===== config.mk =====
export PLATFORM = sky130hd
export DESIGN_NAME = melody_playback_sequencer
export DESIGN_NICKNAME = d
export VERILOG_FILES = /design/src/hdl/mps_pkg.sv /design/src/hdl/melody_playback_sequencer.sv /design/src/hdl/mps_div.sv /design/src/hdl/mps_note_mem.sv
export SDC_FILE = /design/constraint.sdc
export NUM_CORES = 2
export LEC_CHECK = 0
export ABC_CLOCK_PERIOD_IN_PS = 6300
export BUFFER_PORTS_ARGS = -buffer_cell sky130_fd_sc_hd__buf_2
export CAP_MARGIN = 25
export CORE_ASPECT_RATIO = 1.75
export CORE_MARGIN = 5
export CORE_UTILIZATION = 40
export CTS_BUF_LIST = sky130_fd_sc_hd__clkbuf_8
export DETAILED_ROUTE_END_ITERATION = 16
export PLACE_DENSITY = 0.57
export RECOVER_POWER = 100
export SETUP_SLACK_MARGIN = 0.3
export SLEW_MARGIN = 40
export SYNTH_ARGS = -nofsm -noshare
export SYNTH_HDL_FRONTEND = slang
export SYNTH_SLANG_ARGS = --single-unit

===== constraint.sdc =====
create_clock -name i_clk -period 6.3 [get_ports i_clk]
set_clock_uncertainty 0.15 [all_clocks]
set_input_delay 0.63 -clock i_clk [delete_from_list [all_inputs] [get_ports i_clk]]
set_output_delay 0.63 -clock i_clk [all_outputs]
set_load 0.01 [all_outputs]

===== src/hdl/mps_pkg.sv =====
// ---------------------------------------------------------------------------
// mps_pkg
// Shared constants, types and helpers for the melody playback sequencer.
// ---------------------------------------------------------------------------
package mps_pkg;

    localparam int NOTE_DEPTH_DEF = 64;

    localparam logic [2:0] M_IDLE     = 3'd0;
    localparam logic [2:0] M_PHRASE   = 3'd1;
    localparam logic [2:0] M_NOTE     = 3'd2;
    localparam logic [2:0] M_ON       = 3'd3;
    localparam logic [2:0] M_GAP      = 3'd4;
    localparam logic [2:0] M_PAUSED   = 3'd5;
    localparam logic [2:0] M_COMPLETE = 3'd6;

    localparam logic [2:0] CMD_TICK    = 3'd0;
    localparam logic [2:0] CMD_PLAY    = 3'd1;
    localparam logic [2:0] CMD_PAUSE   = 3'd2;
    localparam logic [2:0] CMD_STOP    = 3'd3;
    localparam logic [2:0] CMD_RESTART = 3'd4;
    localparam logic [2:0] CMD_WRITE   = 3'd5;

    localparam logic [2:0] REG_TONE_CLK  = 3'd0;
    localparam logic [2:0] REG_TICK_PER  = 3'd1;
    localparam logic [2:0] REG_GAP       = 3'd2;
    localparam logic [2:0] REG_PH_SETUP  = 3'd3;
    localparam logic [2:0] REG_NT_SETUP  = 3'd4;
    localparam logic [2:0] REG_DEBOUNCE  = 3'd5;
    localparam logic [2:0] REG_SONG_LEN  = 3'd6;

    // divider request/response
    typedef struct packed {
        logic        start;
        logic [26:0] dividend;
        logic [15:0] divisor;
    } t_div_req;

    typedef struct packed {
        logic        done;
        logic [26:0] quotient;
    } t_div_rsp;

    function automatic logic [2:0] rgb_of_phrase(input logic [7:0] p);
        logic [15:0] prod;
        logic [7:0]  quo;
        logic [2:0]  m;
        // p mod 6: reciprocal multiply by 171/1024, exact for any 8-bit p
        prod = 16'(p) * 16'd171;
        quo  = 8'(prod[15:10]);
        m    = 3'(p - 8'(quo * 8'd6));
        case (m)
            3'd0:    rgb_of_phrase = 3'd1;
            3'd1:    rgb_of_phrase = 3'd4;
            3'd2:    rgb_of_phrase = 3'd2;
            3'd3:    rgb_of_phrase = 3'd5;
            3'd4:    rgb_of_phrase = 3'd6;
            default: rgb_of_phrase = 3'd3;
        endcase
    endfunction

    function automatic logic [3:0] bank_of_phrase(input logic [7:0] p);
        case (p)
            8'd0:    bank_of_phrase = 4'h5;
            8'd1:    bank_of_phrase = 4'hA;
            8'd2:    bank_of_phrase = 4'h0;
            8'd3:    bank_of_phrase = 4'hF;
            8'd4:    bank_of_phrase = 4'h5;
            default: bank_of_phrase = 4'hA;
        endcase
    endfunction

endpackage


===== src/hdl/melody_playback_sequencer.sv =====
// ---------------------------------------------------------------------------
// melody_playback_sequencer
// Sequence: a request is decoded, then the note memory is read; a rewind
//   (stop, restart, start) or a gap end that moves to the next entry adds a
//   further read, a note-on tick adds the duration divide, a sounding note
//   adds the bit-serial tone divide.
// Throughput: one request in flight; the next one is accepted only after
//   the result has been taken.
// Reset: synchronous active low; control and registers to defaults, note
//   memory contents undefined until written.
// ---------------------------------------------------------------------------
module melody_playback_sequencer #(
    parameter int NOTE_DEPTH = mps_pkg::NOTE_DEPTH_DEF,
    localparam int AW = $clog2(NOTE_DEPTH)
) (
    input  logic        i_clk,
    input  logic        i_rst_n,
    // {note_phrase, note_duration_ms, note_frequency, note_address,
    //  switch_sample, command} from bit 0: command[2:0], switch_sample[3],
    //  note_address[9:4], note_frequency[25:10], duration[41:26], phrase[49:42]
    input  logic        s_axis_tvalid,
    output logic        s_axis_tready,
    input  logic [55:0] s_axis_tdata,
    // play_state[2:0], song_position[9:3], phrase_number[17:10],
    // rgb_pattern[20:18], bank_pattern[24:21], tone_enable[25],
    // tone_period[41:26], tone_compare[56:42]
    output logic        m_axis_tvalid,
    input  logic        m_axis_tready,
    output logic [63:0] m_axis_tdata,
    input  logic        psel,
    input  logic        penable,
    input  logic        pwrite,
    input  logic [4:0]  paddr,
    input  logic [31:0] pwdata,
    output logic [31:0] prdata,
    output logic        pready
);
    // ---- config registers ----
    logic [26:0] r_tone_clk;
    logic [7:0]  r_tick_per, r_ph_setup, r_nt_setup;
    logic [15:0] r_gap;
    logic [3:0]  r_deb;
    logic [6:0]  r_song_len;
    logic [2:0]  reg_idx;
    assign reg_idx = paddr[4:2];
    assign pready  = 1'b1;

    always_ff @(posedge i_clk) begin
        if (!i_rst_n) begin
            r_tone_clk <= 27'd16000000;
            r_tick_per <= 8'd5;
            r_gap      <= 16'd10;
            r_ph_setup <= 8'd1;
            r_nt_setup <= 8'd1;
            r_deb      <= 4'd3;
            r_song_len <= 7'd42;
        end else if (psel && penable && pwrite) begin
            unique case (reg_idx)
                mps_pkg::REG_TONE_CLK: r_tone_clk <= pwdata[26:0];
                mps_pkg::REG_TICK_PER: r_tick_per <= pwdata[7:0];
                mps_pkg::REG_GAP:      r_gap      <= pwdata[15:0];
                mps_pkg::REG_PH_SETUP: r_ph_setup <= pwdata[7:0];
                mps_pkg::REG_NT_SETUP: r_nt_setup <= pwdata[7:0];
                mps_pkg::REG_DEBOUNCE: r_deb      <= pwdata[3:0];
                mps_pkg::REG_SONG_LEN: r_song_len <= pwdata[6:0];
                default: ;
            endcase
        end
    end

    always_comb begin
        unique case (reg_idx)
            mps_pkg::REG_TONE_CLK: prdata = {5'd0, r_tone_clk};
            mps_pkg::REG_TICK_PER: prdata = {24'd0, r_tick_per};
            mps_pkg::REG_GAP:      prdata = {16'd0, r_gap};
            mps_pkg::REG_PH_SETUP: prdata = {24'd0, r_ph_setup};
            mps_pkg::REG_NT_SETUP: prdata = {24'd0, r_nt_setup};
            mps_pkg::REG_DEBOUNCE: prdata = {28'd0, r_deb};
            mps_pkg::REG_SONG_LEN: prdata = {25'd0, r_song_len};
            default:               prdata = '0;
        endcase
    end

    // effective song length, clamped to memory depth
    logic [6:0] len;
    always_comb begin
        if (32'(r_song_len) > NOTE_DEPTH) len = 7'(NOTE_DEPTH);
        else                              len = r_song_len;
    end

    // ---- sequencer state ----
    localparam logic [3:0] S_IDLE = 4'd0, S_RD0 = 4'd1, S_RD0W = 4'd2,
        S_CHK = 4'd3, S_DDUR = 4'd4, S_RDN = 4'd5, S_RDNW = 4'd6,
        S_ADV = 4'd7, S_RDP = 4'd8, S_RDPW = 4'd9, S_TONE = 4'd10,
        S_DTON = 4'd11, S_OUT = 4'd12, S_REW = 4'd13;

    logic [3:0]  r_st;
    logic [2:0]  r_mode, r_saved_mode;
    logic [6:0]  r_pos;
    logic [7:0]  r_phrase;
    logic [15:0] r_ticks, r_saved_ticks;
    logic        r_last, r_stable;
    logic [3:0]  r_cnt;
    logic [55:0] r_in;
    logic        r_timed;   // tick needs timed step after rewind read
    logic [63:0] r_out;
    logic        r_ovalid;
    logic [2:0]  r_rewind_mode;

    logic [2:0]  cmd;
    assign cmd = r_in[2:0];

    // memory
    logic          mem_we;
    logic [AW-1:0] mem_raddr, r_raddr;
    logic [39:0]   mem_rdata;
    logic [15:0]   rd_freq, rd_dur;
    logic [7:0]    rd_ph;
    assign rd_freq = mem_rdata[15:0];
    assign rd_dur  = mem_rdata[31:16];
    assign rd_ph   = mem_rdata[39:32];
    assign mem_raddr = r_raddr;
    assign mem_we = (r_st == S_RD0) && (cmd == mps_pkg::CMD_WRITE)
                    && (32'(r_in[9:4]) < NOTE_DEPTH);

    mps_note_mem #(.NOTE_DEPTH(NOTE_DEPTH)) u_mem (
        .i_clk  (i_clk),
        .i_we   (mem_we),
        .i_waddr(AW'(r_in[9:4])),
        .i_wdata(r_in[49:10]),
        .i_raddr(mem_raddr),
        .o_rdata(mem_rdata)
    );

    mps_pkg::t_div_req div_req;
    mps_pkg::t_div_rsp div_rsp;
    mps_div u_div (.i_clk(i_clk), .i_rst_n(i_rst_n), .i_req(div_req), .o_rsp(div_rsp));

    logic r_div_go;
    logic [26:0] r_dvd;
    logic [15:0] r_dvs;
    assign div_req.start    = r_div_go;
    assign div_req.dividend = r_dvd;
    assign div_req.divisor  = r_dvs;

    function automatic logic active(input logic [2:0] m);
        active = (m == mps_pkg::M_PHRASE) || (m == mps_pkg::M_NOTE)
              || (m == mps_pkg::M_ON) || (m == mps_pkg::M_GAP);
    endfunction

    // debounce combinational on the captured sample
    logic       smp, deb_last, deb_stable, press_ev;
    logic [3:0] deb_cnt;
    always_comb begin
        smp = r_in[3];
        deb_last = r_last;
        deb_cnt = r_cnt;
        deb_stable = r_stable;
        press_ev = 1'b0;
        if (smp == r_last) begin
            if (r_cnt < r_deb) deb_cnt = r_cnt + 4'd1;
        end else begin
            deb_last = smp;
            deb_cnt = 4'd1;
        end
        if (deb_cnt >= r_deb && smp != r_stable) begin
            deb_stable = smp;
            press_ev = smp;
        end
    end

    logic [15:0] ticks_inc;
    assign ticks_inc = r_ticks + 16'd1;
    logic [7:0] per;
    assign per = (r_tick_per == 8'd0) ? 8'd1 : r_tick_per;
    logic [15:0] nt;
    assign nt = (div_rsp.quotient[15:0] == 16'd0) ? 16'd1 : div_rsp.quotient[15:0];
    logic [6:0] nxt;
    assign nxt = r_pos + 7'd1;
    logic [26:0] q;
    logic [15:0] period;
    always_comb begin
        q = div_rsp.quotient;
        if (q == 27'd0)             period = 16'd0;
        else if (q - 27'd1 > 27'hFFFF) period = 16'hFFFF;
        else                        period = 16'(q - 27'd1);
    end

    // rgb and bank patterns of the result from mode and phrase
    logic [3:0] bank;
    logic [2:0] rgb;
    always_comb begin
        rgb = 3'd0; bank = 4'd0;
        if (r_mode == mps_pkg::M_IDLE) begin
            rgb = 3'd2; bank = 4'h1;
        end else if (r_mode == mps_pkg::M_PAUSED) begin
            rgb = 3'd1; bank = 4'h8;
        end else if (r_mode == mps_pkg::M_COMPLETE) begin
            rgb = 3'd3; bank = 4'hF;
        end else if (active(r_mode)) begin
            rgb = mps_pkg::rgb_of_phrase(r_phrase);
            bank = mps_pkg::bank_of_phrase(r_phrase);
        end
    end

    logic        r_en;
    logic [15:0] r_period;

    assign s_axis_tready = (r_st == S_IDLE) && !r_ovalid;
    assign m_axis_tvalid = r_ovalid;
    assign m_axis_tdata  = r_out;

    always_ff @(posedge i_clk) begin
        if (!i_rst_n) begin
            r_st <= S_IDLE;
            r_mode <= mps_pkg::M_IDLE;
            r_saved_mode <= mps_pkg::M_IDLE;
            r_pos <= '0;
            r_phrase <= '0;
            r_ticks <= '0;
            r_saved_ticks <= '0;
            r_last <= 1'b0;
            r_stable <= 1'b0;
            r_cnt <= '0;
            r_ovalid <= 1'b0;
            r_div_go <= 1'b0;
            r_timed <= 1'b0;
        end else begin
            r_div_go <= 1'b0;
            if (r_ovalid && m_axis_tready) r_ovalid <= 1'b0;
            unique case (r_st)
                S_IDLE: begin
                    if (s_axis_tvalid && s_axis_tready) begin
                        r_in <= s_axis_tdata;
                        r_st <= S_RD0;
                    end
                end
                S_RD0: begin
                    // decode command; rewind needs entry 0 phrase
                    r_timed <= 1'b0;
                    r_st <= S_CHK;
                    if (cmd == mps_pkg::CMD_TICK) begin
                        r_last <= deb_last; r_cnt <= deb_cnt; r_stable <= deb_stable;
                        r_timed <= 1'b1;
                        if (press_ev) begin
                            if (active(r_mode)) begin
                                r_saved_mode <= r_mode; r_saved_ticks <= r_ticks;
                                r_mode <= mps_pkg::M_PAUSED; r_ticks <= '0;
                            end else if (r_mode == mps_pkg::M_PAUSED) begin
                                r_mode <= r_saved_mode; r_ticks <= r_saved_ticks;
                            end else begin
                                r_rewind_mode <= mps_pkg::M_PHRASE;
                                r_raddr <= '0; r_st <= S_REW;
                            end
                        end
                    end else if (cmd == mps_pkg::CMD_PLAY) begin
                        if (r_mode == mps_pkg::M_PAUSED) begin
                            r_mode <= r_saved_mode; r_ticks <= r_saved_ticks;
                        end else if (r_mode == mps_pkg::M_IDLE
                                     || r_mode == mps_pkg::M_COMPLETE) begin
                            r_rewind_mode <= mps_pkg::M_PHRASE;
                            r_raddr <= '0; r_st <= S_REW;
                        end
                    end else if (cmd == mps_pkg::CMD_PAUSE) begin
                        if (active(r_mode)) begin
                            r_saved_mode <= r_mode; r_saved_ticks <= r_ticks;
                            r_mode <= mps_pkg::M_PAUSED; r_ticks <= '0;
                        end
                    end else if (cmd == mps_pkg::CMD_STOP) begin
                        r_rewind_mode <= mps_pkg::M_IDLE;
                        r_raddr <= '0; r_st <= S_REW;
                    end else if (cmd == mps_pkg::CMD_RESTART) begin
                        r_rewind_mode <= mps_pkg::M_PHRASE;
                        r_raddr <= '0; r_st <= S_REW;
                    end
                end
                S_REW: r_st <= S_RD0W;      // read issued
                S_RD0W: begin
                    r_pos <= '0; r_phrase <= rd_ph;
                    r_saved_mode <= mps_pkg::M_IDLE; r_saved_ticks <= '0;
                    r_mode <= r_rewind_mode; r_ticks <= '0;
                    r_st <= S_CHK;
                end
                S_CHK: begin
                    // timed step for ticks
                    r_st <= S_RDP;
                    r_raddr <= AW'(r_pos);
                    if (r_timed && active(r_mode)) begin
                        r_timed <= 1'b0;
                        r_ticks <= ticks_inc;
                        unique case (r_mode)
                            mps_pkg::M_PHRASE:
                                if (ticks_inc >= 16'(r_ph_setup)) begin
                                    r_mode <= mps_pkg::M_NOTE; r_ticks <= '0;
                                end
                            mps_pkg::M_NOTE:
                                if (ticks_inc >= 16'(r_nt_setup)) begin
                                    r_mode <= mps_pkg::M_ON; r_ticks <= '0;
                                end
                            mps_pkg::M_ON:
                                if (r_pos < len) begin
                                    r_st <= S_RDN;  // read duration
                                end
                            default:
                                if (ticks_inc >= r_gap) begin
                                    if (nxt >= len) begin
                                        r_pos <= len;
                                        r_mode <= mps_pkg::M_COMPLETE; r_ticks <= '0;
                                    end else begin
                                        r_raddr <= AW'(nxt);
                                        r_st <= S_ADV;
                                    end
                                end
                        endcase
                    end
                end
                S_RDN: r_st <= S_RDNW;
                S_RDNW: begin
                    r_dvd <= 27'(rd_dur); r_dvs <= 16'(per);
                    r_div_go <= 1'b1; r_st <= S_DDUR;
                end
                S_DDUR: begin
                    if (div_rsp.done) begin
                        if (r_ticks >= nt) begin
                            r_mode <= mps_pkg::M_GAP; r_ticks <= '0;
                        end
                        r_raddr <= AW'(r_pos);
                        r_st <= S_RDP;
                    end
                end
                S_ADV: r_st <= S_TONE;      // next-entry read issued
                S_RDP: r_st <= S_RDPW;
                S_RDPW: begin
                    r_en <= 1'b0; r_period <= '0;
                    r_st <= S_OUT;
                    if (r_mode == mps_pkg::M_ON && r_pos < len && rd_freq != 16'd0) begin
                        r_dvd <= r_tone_clk; r_dvs <= rd_freq;
                        r_div_go <= 1'b1; r_st <= S_DTON;
                    end
                end
                S_TONE: begin
                    // next-entry data valid: advance position
                    r_pos <= nxt;
                    r_phrase <= rd_ph;
                    r_mode <= (rd_ph != r_phrase) ? mps_pkg::M_PHRASE : mps_pkg::M_NOTE;
                    r_ticks <= '0;
                    r_raddr <= AW'(nxt);
                    r_st <= S_RDP;
                end
                S_DTON: begin
                    if (div_rsp.done) begin
                        r_en <= 1'b1; r_period <= period;
                        r_st <= S_OUT;
                    end
                end
                S_OUT: begin
                    if (!r_ovalid) begin
                        r_out <= {7'd0, r_period[15:1], r_period, r_en, bank, rgb,
                                  r_phrase, r_pos, r_mode};
                        r_ovalid <= 1'b1;
                        r_st <= S_IDLE;
                    end
                end
                default: r_st <= S_IDLE;
            endcase
        end
    end

    a_one_at_a_time: assert property (@(posedge i_clk) disable iff (!i_rst_n)
        (s_axis_tvalid && s_axis_tready) |=> (r_st == S_RD0))
        else $error("accept did not start sequence");
    a_tone_only_on: assert property (@(posedge i_clk) disable iff (!i_rst_n)
        (r_ovalid && r_out[25]) |-> (r_out[2:0] == mps_pkg::M_ON))
        else $error("tone outside note on");
    a_pos_bound: assert property (@(posedge i_clk) disable iff (!i_rst_n)
        r_ovalid |-> (r_out[9:3] <= 7'(NOTE_DEPTH)))
        else $error("position beyond song");
endmodule


===== src/hdl/mps_div.sv =====
// ---------------------------------------------------------------------------
// mps_div
// Restoring divider, one quotient bit per cycle (27-bit by 16-bit).
// ---------------------------------------------------------------------------
module mps_div (
    input  logic              i_clk,
    input  logic              i_rst_n,
    input  mps_pkg::t_div_req i_req,
    output mps_pkg::t_div_rsp o_rsp
);
    logic [26:0] r_quo, n_quo;
    logic [16:0] r_rem, n_rem;
    logic [15:0] r_dvs;
    logic [4:0]  r_cnt;
    logic        r_busy, r_done;
    logic [17:0] trial;

    always_comb begin
        trial = {r_rem, r_quo[26]} - {2'b00, r_dvs};
        if (!trial[17]) begin
            n_rem = trial[16:0];
            n_quo = {r_quo[25:0], 1'b1};
        end else begin
            n_rem = {r_rem[15:0], r_quo[26]};
            n_quo = {r_quo[25:0], 1'b0};
        end
    end

    always_ff @(posedge i_clk) begin
        if (!i_rst_n) begin
            r_busy <= 1'b0;
            r_done <= 1'b0;
            r_cnt  <= '0;
        end else begin
            r_done <= 1'b0;
            if (i_req.start) begin
                r_busy <= 1'b1;
                r_cnt  <= 5'd27;
            end else if (r_busy) begin
                r_cnt <= r_cnt - 5'd1;
                if (r_cnt == 5'd1) begin
                    r_busy <= 1'b0;
                    r_done <= 1'b1;
                end
            end
        end
    end

    always_ff @(posedge i_clk) begin
        if (i_req.start) begin
            r_quo <= i_req.dividend;
            r_rem <= '0;
            r_dvs <= i_req.divisor;
        end else if (r_busy) begin
            r_quo <= n_quo;
            r_rem <= n_rem;
        end
    end

    assign o_rsp.done     = r_done;
    assign o_rsp.quotient = r_quo;

    a_done_after_busy: assert property (@(posedge i_clk) disable iff (!i_rst_n)
        r_done |-> $past(r_busy)) else $error("div done without busy");
endmodule


===== src/hdl/mps_note_mem.sv =====
// ---------------------------------------------------------------------------
// mps_note_mem
// Note store: frequency, duration, phrase per entry; registered read.
// ---------------------------------------------------------------------------
module mps_note_mem #(
    parameter int NOTE_DEPTH = mps_pkg::NOTE_DEPTH_DEF,
    localparam int AW = $clog2(NOTE_DEPTH)
) (
    input  logic          i_clk,
    input  logic          i_we,
    input  logic [AW-1:0] i_waddr,
    input  logic [39:0]   i_wdata,
    input  logic [AW-1:0] i_raddr,
    output logic [39:0]   o_rdata
);
    logic [39:0] r_mem [NOTE_DEPTH];

    always_ff @(posedge i_clk) begin
        if (i_we) begin
            r_mem[i_waddr] <= i_wdata;
        end
        o_rdata <= r_mem[i_raddr];
    end
endmodule

==> impl_metrics.tcl <==
set metrics [dict create \
    initial_utilization 0.401 \
    numCtsBuffers 417 \
    setup_tns_ns 0 \
    synth_seq_area_share 0.741 \
    root_buffer "clkbuf_8" \
    vias 58100 \
    power.density_mw_per_mm2 347 \
    via_per_inst 5.54 \
    final_cell_mix "edfxtp_1, mux4_2, clkbuf_8, nand2_1, inv_1" \
    io_pins 199 \
    avgSynthCellArea_sq_um 20.5 \
    regToRegEndpoint "u_mem.r_mem[49][33]$_DFFE_PP_" \
    crit_path_cell_trace "clkinv_1, and3_1, and3_1, nand2_1, nor2_1, clkbuf_1" \
    cts_buffer_depth 4 \
    reg2reg_slack_ns 0.58 \
    first_global_vias 61500 \
    period_needed_ns 5.72 \
    drtIter0Drc 4856 \
    start_kind "register" \
    r2r-start "r_st[3]$_SDFFE_PN0P_" \
    grtUsageTotal 0.201 \
    drc 0 \
    whs_ns 0.128 \
    dp_hpwl_um 183000 \
    gp_congestion 0.849 \
    clk_latency_ns 1.05 \
    cts_tree "done" \
    crit_required_ns 6.73 \
    wl_um 309000 \
    fp.dieW_um 420 \
    path_clk_slew_ns 0.07 \
    whs_endpoint "r_ph_setup[0]$_SDFFE_PN1P_" \
    synth_area_sq_mm 0.117 \
    worst_ep_arrival_time_ns 6.15 \
    numClockSinks 2970 \
    ys_async_sr_fraction 0 \
    post_cts_resize_count 0 \
    cap_violations 108 \
    clock.fmax_mhz 175 \
    rows 263 \
    hold_depth 5 \
    drt-pass1-iter-count 5 \
    worstMarginPinSlew_ns 3.25 \
    ant_nets 0 \
    drv_slew 4662 \
    crit_type "reg -> reg" \
    critPathSlowestCell "nor2_1" \
    final_common_cell "edfxtp_1" \
    critPathMostFrequentCell "and3_1" \
    drive_gt1_frac 0.249 \
    num-nets-final 6531 \
    synth_ff_type "edfxtp_1" \
    ir_drop_mv 0.187 \
    port_buffers 172 \
    cts-htree-levels 5 \
    core-area_sq_mm 0.293 \
    reg2regPathDepth 6 \
    wl_per_cell_um 29.5 \
    rsz0062_at_grt "no" \
    die_area_sq_mm 0.305 \
    run_status "complete, but fails checks" \
    grt_pass1_wl_um 442000 \
    hold_viol 0 \
    worstHoldStart "pwrite" \
    syn_to_final_growth_pct 12.4 \
    p_leak_uw 0.0421 \
    fp.dieH_um 727 \
    ys_seq_elements 2970 \
    synth_edf_count 2762 \
    setup_viol 0 \
    overflow 0 \
    crit_fanout 19 \
    synth-warning-count 0 \
    max_stage_delay_ns 1.82 \
    antenna_found_initial 26 \
    end_kind "register" \
    grt_start_max_net_pins 99 \
    post-route-period-util 0.908 \
    violations "capacitance limit, slew limit" \
    netlist-cell-type-count 81 \
    hold_class "in -> reg" \
    crit_buf_inv 2 \
    slew_headroom -1.17 \
    crit_family "simple AND/OR/NAND/NOR gates" \
    syn-instance-count 5718 \
]
sequential cells by signal, indices dropped and copies added (netlist names), 17 cells and up:
name / cells
r_tone_clk: 27
u_div.r_rem: 17
u_mem.o_rdata: 40
r_dvd: 27
u_div.r_quo: 27
u_mem.r_mem: 2560
m_axis_tdata: 42
r_in: 50
worst min-delay path: cells and delay by family:
kind          cells  cell delay [ns]
mux               1             0.15
buf+inv           1             0.11
simple gates      3             0.38
layer usage:
metal / part of all wire / global-route usage / vias to the layer above
li1: - / - / 24700
met1: 0.36 / 0.234 / 31100
met2: 0.55 / 0.376 / 1816
met3: 0.048 / 0.0279 / 500
met4: 0.037 / 0.0684 / 4
met5: 0.000097 / 0 / -
layout make-up:
cell class / instances / area (sq um)
fillers: 25100 / 161000
repair buffers: 466 / 2960
inverters: 116 / 437
diodes: 7 / 17.5
clock inverters: 309 / 1810
multi-input cells: 2324 / 28800
well taps: 3842 / 4810
clock buffers: 444 / 6110
flip-flops and latches: 2970 / 87100
cells in the mapped netlist (all sizes together), types with 17 or more instances:
cell type,instances,share of area
a211oi,23,0.0015
a21oi,140,0.0060
a22oi,17,0.0011
a31oi,37,0.0020
and2,31,0.0017
buf,164,0.0080
clkbuf,155,0.0050
dfxtp,208,0.035
edfxtp,2762,0.71
ha,124,0.013
inv,115,0.0037
mux2,46,0.0044
mux2i,71,0.0060
mux4,838,0.16
nand2,258,0.0083
nand2b,18,0.00096
nand3,62,0.0026
nor2,214,0.0069
nor2b,19,0.0010
nor3,37,0.0016
o21a,17,0.0011
o21ai,107,0.0047
xnor2,44,0.0033
xor2,28,0.0021
stage by stage:
| stage | total power [uW] | instances | util | setup slack [ns] | cell area [sq um] |
|---|---|---|---|---|---|
| detailed placement | 31800 | 9633 | 0.425 | 0.991 | 125000 |
| global placement | 31700 | 9623 | 0.424 | 0.887 | 124000 |
| finish | 45900 | 10500 | 0.451 | 0.578 | 132000 |
| global route | 47800 | 10500 | 0.451 | 0.359 | 132000 |
| CTS | 46500 | 10500 | 0.455 | 0.946 | 133000 |
| floorplan | 28800 | 5729 | - | 0.824 | 118000 |
kinds of logic (layout without fill, tap and decap cells):
family	Yosys count	in the layout	synth area share
adder cells (fa/ha/maj)	136	136	0.0153
multiplexers	955	955	0.171
flip-flops	2970	2970	0.741
buffers and inverters	435	1335	0.0166
AO/OA/AOI/OAI	422	422	0.0220
other	2	20	0.0000639
XOR/XNOR	72	72	0.00543
AND/OR/NAND/NOR	726	726	0.0281
report_power, final:
part,switching (uW),internal [uW]
combinational,4740,3490
clock,7290,7260
sequential,468,22600
worst max path at each step:
stage,depth (start not counted),start,to
after floorplan,3,r_st[3]$_SDFFE_PN0P_,m_axis_tdata[0]$_DFFE_PP_
after global placement,19,r_phrase[1]$_SDFFE_PN0P_,m_axis_tdata[18]$_SDFFCE_PP0P_
after detailed placement,19,r_phrase[1]$_SDFFE_PN0P_,m_axis_tdata[18]$_SDFFCE_PP0P_
after CTS,19,r_phrase[1]$_SDFFE_PN0P_,m_axis_tdata[18]$_SDFFCE_PP0P_
after global routing,6,r_st[3]$_SDFFE_PN0P_,u_mem.r_mem[49][33]$_DFFE_PP_
final,6,r_st[3]$_SDFFE_PN0P_,u_mem.r_mem[49][33]$_DFFE_PP_
repair_timing:
action                                 CTS  global route
endpoints found under the hold margin  146             0
setup buffers                            0             0
hold buffers                            81             0
Note: power is estimated with default switching activity, not from simulation.
